===== config.mk =====
export PLATFORM = sky130hd
export DESIGN_NAME = rmth_ctrl
export DESIGN_NICKNAME = d
export VERILOG_FILES = /design/src/design/rmth_pkg.sv /design/src/design/rmth_ctrl.sv
export SDC_FILE = /design/constraint.sdc
export NUM_CORES = 1
export LEC_CHECK = 0
export BUFFER_PORTS_ARGS = -buffer_cell sky130_fd_sc_hd__buf_2
export CAP_MARGIN = 20
export CORE_MARGIN = 2
export CORE_UTILIZATION = 40
export CTS_CLUSTER_DIAMETER = 200
export DETAILED_ROUTE_END_ITERATION = 10
export PLACE_DENSITY = 0.8
export REMOVE_ABC_BUFFERS = 1
export SLEW_MARGIN = 20
export SYNTH_ARGS = -nofsm -noshare
export SYNTH_HDL_FRONTEND = slang
export SYNTH_SLANG_ARGS = --single-unit

===== constraint.sdc =====
create_clock -name i_clk -period 1.2 [get_ports i_clk]
set_input_delay 0 -clock i_clk [delete_from_list [all_inputs] [get_ports i_clk]]
set_output_delay 0 -clock i_clk [all_outputs]
set_load 0.02 [all_outputs]

===== src/design/rmth_pkg.sv =====
package rmth_pkg;

    localparam int SAMPLE_W       = 32;
    localparam int MED_W          = 33;
    localparam int SCNT_W         = 11;
    localparam int HEAP_DEPTH_DEF = 512;

    // datapath operations, one per controller step
    typedef enum logic [3:0] {
        OP_NONE,
        OP_LOAD,
        OP_POP_START,
        OP_POP_LAST,
        OP_POP_CHK,
        OP_POP_RC1,
        OP_POP_CMP,
        OP_POP_END,
        OP_PUSH_START,
        OP_PUSH_CHK,
        OP_PUSH_CMP,
        OP_PUSH_END,
        OP_OUT
    } t_op;

    typedef struct packed {
        t_op  op;
        logic sel_lower;
        logic push_k;
        logic drop;
    } t_dp_cmd;

    typedef struct packed {
        logic l_empty;
        logic u_empty;
        logic full;
        logic v_lt_ltop;
        logic v_gt_utop;
        logic cnt_eq;
        logic push_at_root;
        logic push_rise;
        logic pop_leaf;
        logic pop_sink;
        logic out_free;
    } t_dp_stat;

    // a sits above b: max heap when is_max, else min heap
    function automatic logic above(input logic signed [SAMPLE_W-1:0] a,
                                   input logic signed [SAMPLE_W-1:0] b,
                                   input logic is_max);
        return is_max ? (a > b) : (a < b);
    endfunction

endpackage


===== src/design/rmth_ctrl.sv =====
module rmth_ctrl import rmth_pkg::*; (
    input  logic     i_clk,
    input  logic     i_rst_n,
    input  logic     i_in_valid,
    output logic     o_in_ready,
    input  t_dp_stat i_stat,
    output t_dp_cmd  o_cmd
);

    typedef enum logic [3:0] {
        S_IDLE,
        S_DECIDE,
        S_POP_START,
        S_POP_LAST,
        S_POP_CHK,
        S_POP_RC1,
        S_POP_CMP,
        S_POP_END,
        S_PUSH_START,
        S_PUSH_CHK,
        S_PUSH_CMP,
        S_PUSH_END,
        S_FIN
    } t_state;

    t_state r_state;
    logic   r_mv_lower, r_push_lower, r_phase, r_drop;

    assign o_in_ready = (r_state == S_IDLE);

    always_comb begin
        o_cmd           = '0;
        o_cmd.op        = OP_NONE;
        o_cmd.drop      = r_drop;
        // phase 0 pushes the moved top into the other heap
        o_cmd.sel_lower = r_phase ? r_push_lower : !r_mv_lower;
        o_cmd.push_k    = !r_phase;
        case (r_state)
            S_IDLE:       o_cmd.op = i_in_valid ? OP_LOAD : OP_NONE;
            S_POP_START: begin
                o_cmd.op        = OP_POP_START;
                o_cmd.sel_lower = r_mv_lower;
            end
            S_POP_LAST:   o_cmd.op = OP_POP_LAST;
            S_POP_CHK:    o_cmd.op = OP_POP_CHK;
            S_POP_RC1:    o_cmd.op = OP_POP_RC1;
            S_POP_CMP:    o_cmd.op = OP_POP_CMP;
            S_POP_END:    o_cmd.op = OP_POP_END;
            S_PUSH_START: o_cmd.op = OP_PUSH_START;
            S_PUSH_CHK:   o_cmd.op = OP_PUSH_CHK;
            S_PUSH_CMP:   o_cmd.op = OP_PUSH_CMP;
            S_PUSH_END:   o_cmd.op = OP_PUSH_END;
            S_FIN:        o_cmd.op = i_stat.out_free ? OP_OUT : OP_NONE;
            default: ;
        endcase
    end

    always_ff @(posedge i_clk) begin
        if (!i_rst_n) begin
            r_state      <= S_IDLE;
            r_mv_lower   <= 1'b0;
            r_push_lower <= 1'b0;
            r_phase      <= 1'b0;
            r_drop       <= 1'b0;
        end else begin
            case (r_state)
                S_IDLE: begin
                    if (i_in_valid) begin
                        r_state <= S_DECIDE;
                    end
                end
                S_DECIDE: begin
                    r_drop <= i_stat.full;
                    if (i_stat.l_empty) begin
                        r_push_lower <= 1'b1;
                    end else if (i_stat.u_empty) begin
                        r_mv_lower   <= 1'b1;
                        r_push_lower <= i_stat.v_lt_ltop;
                    end else if (!i_stat.v_lt_ltop && !i_stat.v_gt_utop) begin
                        r_push_lower <= i_stat.cnt_eq;
                    end else if (i_stat.v_gt_utop) begin
                        r_mv_lower   <= 1'b0;
                        r_push_lower <= 1'b0;
                    end else begin
                        r_mv_lower   <= 1'b1;
                        r_push_lower <= 1'b1;
                    end
                    r_state <= S_PUSH_START;
                    r_phase <= 1'b1;
                    if (i_stat.full) begin
                        r_state <= S_FIN;
                    end else if (i_stat.l_empty) begin
                        r_state <= S_PUSH_START;
                    end else if (i_stat.u_empty) begin
                        if (i_stat.v_lt_ltop) begin
                            r_state <= S_POP_START;
                            r_phase <= 1'b0;
                        end
                    end else if (!i_stat.v_lt_ltop && !i_stat.v_gt_utop) begin
                        r_state <= S_PUSH_START;
                    end else if (i_stat.v_gt_utop) begin
                        if (i_stat.cnt_eq) begin
                            r_state <= S_POP_START;
                            r_phase <= 1'b0;
                        end
                    end else if (!i_stat.cnt_eq) begin
                        r_state <= S_POP_START;
                        r_phase <= 1'b0;
                    end
                end
                S_POP_START: r_state <= S_POP_LAST;
                S_POP_LAST:  r_state <= S_POP_CHK;
                S_POP_CHK:   r_state <= i_stat.pop_leaf ? S_POP_END : S_POP_RC1;
                S_POP_RC1:   r_state <= S_POP_CMP;
                S_POP_CMP:   r_state <= i_stat.pop_sink ? S_POP_CHK : S_POP_END;
                S_POP_END:   r_state <= S_PUSH_START;
                S_PUSH_START: r_state <= S_PUSH_CHK;
                S_PUSH_CHK:  r_state <= i_stat.push_at_root ? S_PUSH_END : S_PUSH_CMP;
                S_PUSH_CMP:  r_state <= i_stat.push_rise ? S_PUSH_CHK : S_PUSH_END;
                S_PUSH_END: begin
                    if (!r_phase) begin
                        r_phase <= 1'b1;
                        r_state <= S_PUSH_START;
                    end else begin
                        r_state <= S_FIN;
                    end
                end
                S_FIN: begin
                    if (i_stat.out_free) begin
                        r_drop  <= 1'b0;
                        r_state <= S_IDLE;
                    end
                end
                default: r_state <= S_IDLE;
            endcase
        end
    end

endmodule


# Word level (Yosys, flattened, before mapping)
# Cells that the tools add are included.
dict set report word_totals {
  regBits 8
  inputBits 14
  output_inout_bits 8
  word_cells 70
}
dict set report op_classes {
  eq_ne 15
  muxes 38
  bitwise_logic 1
  reduce_logical 11
}
# operator n
set op_table {}
lappend op_table {{$pmux 4 s13} 1}
lappend op_table {{$pmux 4 s12} 1}
lappend op_table {{$mux 4} 11}
lappend op_table {{$eq 4x4->1 const B} 5}
lappend op_table {{$mux 1} 19}
lappend op_table {{$eq 4x3->1 const B} 4}
lappend op_table {{$eq 4x2->1 const B} 2}
lappend op_table {{$mux 2} 3}
lappend op_table {{$ne 2x2->1 const B} 3}
lappend op_table {{$eq 4x1->1 const B} 1}
lappend op_table {{$logic_not 1->1} 4}
lappend op_table {{$logic_not 4->1} 1}
lappend op_table {{$pmux 1 s2} 2}
lappend op_table {{$reduce_and 2->1} 2}
lappend op_table {{$reduce_bool 2->1} 2}
lappend op_table {{$mux 3} 1}
lappend op_table {{$reduce_and 3->1} 1}
lappend op_table {{$logic_and 1x1->1} 1}
lappend op_table {{$not 1->1} 1}

# Longest topological paths before layout
dict set report logic_depth {
  word_depth 7
  depth_mapped 5
  mapped_depth_nobuf 4
}

# Worst setup path before layout
# Ideal clock, no wire load.
dict set report synth_timing {
  kind {register to register}
  start {register r_state[3]}
  end {register r_state[0]}
  setup_ns 0.172
  arrival_ns 1.331
  required_ns 1.028
  setup_slack_ns -0.303
  stages_incl_launch_ff 3
  path_buffers 0
  period_less_slack_ns 1.503
  path_cell_list {dfxtp_1 > nor4_1 > a2111oi_0}
}
dict set report synth_between {
  elab_chain_len 3
  word_cells_on_any_way 17
  classes_between {14 x eq/ne; 1 x mux; 2 x reduce/logical}
}
# element line_no
set synth_lines {}
lappend synth_lines {{start: declaration} rmth_ctrl.sv:26} ;# t_state r_state;
lappend synth_lines {{start signal: assignment} rmth_ctrl.sv:113} ;# S_POP_CHK: r_state <= i_stat.pop_leaf ? S_POP_END : S_POP_RC1;
lappend synth_lines {{start signal: assignment} rmth_ctrl.sv:115} ;# S_POP_CMP: r_state <= i_stat.pop_sink ? S_POP_CHK : S_POP_END;
lappend synth_lines {{start signal: assignment} rmth_ctrl.sv:118} ;# S_PUSH_CHK: r_state <= i_stat.push_at_root ? S_PUSH_END : S_PUSH_CMP;
lappend synth_lines {{$logic_not 4->1 (*)} n/a}
lappend synth_lines {{named net o_in_ready} rmth_ctrl.sv:5} ;# output logic o_in_ready,
lappend synth_lines {{$ne 2x2->1 (no line)} n/a}
lappend synth_lines {{$reduce_and 2->1 (no line)} n/a}
# The timed path passes the listed nets; every way through them passes the cells marked *.
# A chain may end at the register's enable or synchronous reset.

==> results_tabular.tex <==
\begin{tabular}{lr}
\hline
Metric & Value \\
\hline
\multicolumn{2}{l}{\textbf{Pwr}} \\
Worst VDD drop & 1.14 mV \\
Combinational group share of total power & 0.665 \\
Switching Share & 0.444 \\
Lkg Pwr & 0.000424 uW \\
Pwr Density & 1860 nW/um\^{}2 \\
Total power consumption of the routed design & around 1900 uW \\
Sequential group share of total power & 0.214 \\
Switching component of the power & 824 uW \\
Internal Power & 1030 uW \\
Relative contribution of the clock network to total power & 0.121 \\
\multicolumn{2}{l}{\textbf{Placed design}} \\
Final HPWL DP & 1420 um \\
Number of buffers inserted by port buffering & 21 \\
Post-Place Worst Slack & -163 ps \\
Post-placement cell count & 129 \\
Gpl congestion & 0.905 \\
\multicolumn{2}{l}{\textbf{Status}} \\
Status & complete, but fails checks \\
Violated checks & negative setup slack \\
\multicolumn{2}{l}{\textbf{STA}} \\
Relative slew slack & 0.672 \\
Worst setup margin & -282 ps \\
Hold Worst Slack & 42.3 ps \\
Worst clock skew & $\sim$8.1 ps \\
Unrepaired setup endpoints after global routing & yes \\
Transition time at the pin with the least slew margin & 484 ps \\
Min cycle time layout & 1480 ps \\
Final Max Slew Viols & 0 \\
Achievable clock frequency & 675 MHz \\
Finish-stage setup viols & 13 \\
Final hold violations & 0 \\
Share of the cycle needed by the critical path after routing & 1.24 \\
\multicolumn{2}{l}{\textbf{Worst setup path}} \\
Worst r2r path cells & 4 \\
Data arrival, critical path & between 1000 and 1500 ps \\
Startpoint type of the worst setup path & flop \\
CP Data Required Time & 1200 ps \\
Setup slack of the worst register-to-register path & -230 ps \\
Critical path capture point type & primary output \\
FF-to-FF End & r\_state[1] \\
Type of the setup path with the least slack & flop to primary output \\
Startpoint of the most critical register-to-register path & r\_state[3] \\
Maximum fanout encountered on the critical timing path & 4 \\
\multicolumn{2}{l}{\textbf{Global route}} \\
GR met1 Demand/Resource & 0.318 \\
GR Layer Usage met3 & 0.0474 \\
Global-route wire length before repair & 3480 um \\
GRT Overall Usage & 0.259 \\
Largest net degree at the start of global routing & 14 \\
Overflow left after global routing & 0 \\
Number of global-route vias before repair & 774 \\
Global-route layer with the greatest usage & met2 \\
Initial antenna violation count & 0 \\
Met2 track demand over resource & 0.422 \\
\multicolumn{2}{l}{\textbf{Synth}} \\
Count of mapped cells out of synthesis & 84 \\
Cell types with the largest area share after synthesis & dfxtp\_1 (27\%), a21oi\_1 (8.5\%), o21ai\_0 (6.8\%) \\
Yosys warning total & 0 \\
Netlist area before placement & between 500 and 600 sq um \\
Largest area contributor in the synthesized netlist & dfxtp\_1 \\
Syn\_area\_per\_cell & approximately 7.0 sq um \\
Flip-flop and latch count after synthesis & 8 \\
Yosys top cell area share & 0.274 \\
Post-synth top flop & dfxtp\_1 \\
Top cell types by occurrence after synthesis & a21oi\_1 (10), dfxtp\_1 (8), inv\_1 (8), nor2\_1 (8), o21ai\_0 (8) \\
Post-synth EDFFs & 0 \\
Sequential cell area fraction in the yosys report & 0.274 \\
Library cells used by synthesis & 31 \\
Synth async-reset ratio & 0 \\
Most instantiated library cell after synthesis & a21oi\_1 \\
\multicolumn{2}{l}{\textbf{Cells and area}} \\
Share of layout cells above drive strength 1 & 0.488 \\
Number of antenna repair diodes & 0 \\
Number of nets at the end of the flow & between 100 and 150 \\
Final cell utilization of the core & 0.749 \\
Number of cells in the finished layout apart from fillers & 136 \\
Area Growth Syn to Fin & 70.5\% \\
\multicolumn{2}{l}{\textbf{Route}} \\
Antenna violation net count after detailed routing & 0 \\
Pre-Repair DR Iteration Count & 4 \\
Total DRC errors in the routed layout & 0 \\
Detailed-route via count & 840 \\
WL final & 2410 um \\
Drt via density & 6.18 \\
Number of design-rule violations left by the first detailed-router iteration & 74 \\
Routed wire per std cell & roughly 18 um \\
\multicolumn{2}{l}{\textbf{Job}} \\
Max cap viols & 0 \\
\multicolumn{2}{l}{\textbf{Floorplan}} \\
FP Rows & 13 \\
Die X & $\sim$42 um \\
Full die area & 1790 sq um \\
Vertical die dimension & approximately 42 um \\
I/O pin cnt & 22 \\
Placeable core area & 1330 sq um \\
Starting utilization of the core area & 0.439 \\
\multicolumn{2}{l}{\textbf{Clock tree}} \\
Number of CTS-inserted buffers & 3 \\
Latest clock arrival within the worst-skew pair & between 200 and 300 ps \\
H-tree depth & 1 \\
Clock root buffer master & clkbuf\_4 \\
CTS Buffer Depth & 2 \\
Clock slew seen by the registers of the worst setup and hold paths & 60 ps \\
TritonCTS clock tree & yes \\
Number of sinks driven by the clock tree & 8 \\
\multicolumn{2}{l}{\textbf{Hold path}} \\
WHS Endpoint & r\_state[0] \\
Cell depth of the worst min-delay path & 3 \\
Critical hold path startpoint & i\_in\_valid \\
Hold WC Path Type & primary input to flop \\
\hline
\end{tabular}
[cells in the final DEF (no fill, tap or decap), types with 2 or more instances in the layout]
master and n:
a21o_1 2, inv_1 8, nor2_4 2, nor2b_1 3
buf_2 15, o21ai_2 2, a21oi_1 10, a31oi_1 3
nor4_2 2, o21ai_1 2, o22ai_1 2, nor2_1 6
buf_4 14, dfxtp_2 4, clkbuf_4 3, dfxtp_1 4
o21ai_0 5, nand2_1 4, buf_6 8, nand2b_1 2
[stage by stage]
step / cell area, sq um / setup TNS (ps)
floorplan: 562 / -1340
global placement: 791 / -367
detailed placement: 791 / -740
CTS: 923 / -1470
global route: 998 / -2600
finish: 998 / -1890
[per-layer routing]
layer,vias to the layer above,part of all wire
met3,8,0.071
met4,0,0.026
met2,48,0.51
met1,402,0.39
li1,382,-
met5,-,0
[critical path, cell delays in order, from the launching register on]
cell and delay, ps:
dfxtp_2 330, buf_6 130, buf_4 140, nor4_2 120, a21oi_1 90, o22ai_1 220
buf_4 180
[sequential cells by signal, indices dropped and copies added, names as in the netlist]
name and cells:
r_push_lower 1, r_phase 1, r_mv_lower 1, r_drop 1, r_state 4
[cell families (layout without fill, tap and decap cells)]
family,after synthesis,in the layout,share of synthesized area
AO/OA/AOI/OAI,33,33,0.342
buffers and inverters,13,50,0.0919
flip-flops,8,8,0.273
multiplexers,1,1,0.0171
AND/OR/NAND/NOR,29,29,0.276
[power by group through the flow]
stage                     Combinational (uW)  Sequential, uW  Clock (uW)
after floorplan                          436             448           0
after global placement                   871             381           0
after detailed placement                 880             388           0
after CTS                               1040             387         224
after global routing                    1320             405         244
final                                   1240             398         224
[layout make-up]
class / instances / area, sq um
flip-flops and latches: 8 / 165
clock buffers: 3 / 22.5
well taps: 15 / 18.8
fillers: 99 / 335
inverters: 8 / 30.0
repair buffers: 39 / 295
multi-input cells: 63 / 467
[worst max path at each step]
stage | from | end | slack, ps | depth (start not counted)
2_1_floorplan | r_state[3] | r_state[0] | -390 | 2
3_3_place_gp | r_state[3] | r_state[0] | -100 | 4
5_1_grt | r_state[3] | o_cmd[3] | -340 | 6
4_1_cts | r_state[3] | r_state[1] | -180 | 4
3_5_place_dp | r_state[3] | o_cmd[2] | -160 | 5
6_report | r_state[3] | o_cmd[3] | -280 | 6
[timing repair]
item                       4_1_cts  5_1_grt
pin swaps                        7        2
setup endpoints to repair       13       14
hold endpoints to repair         1        0
gates resized for setup         24       18
setup buffers                    2        1
hold buffers                     1        0
(Power assumes the default switching activity.)
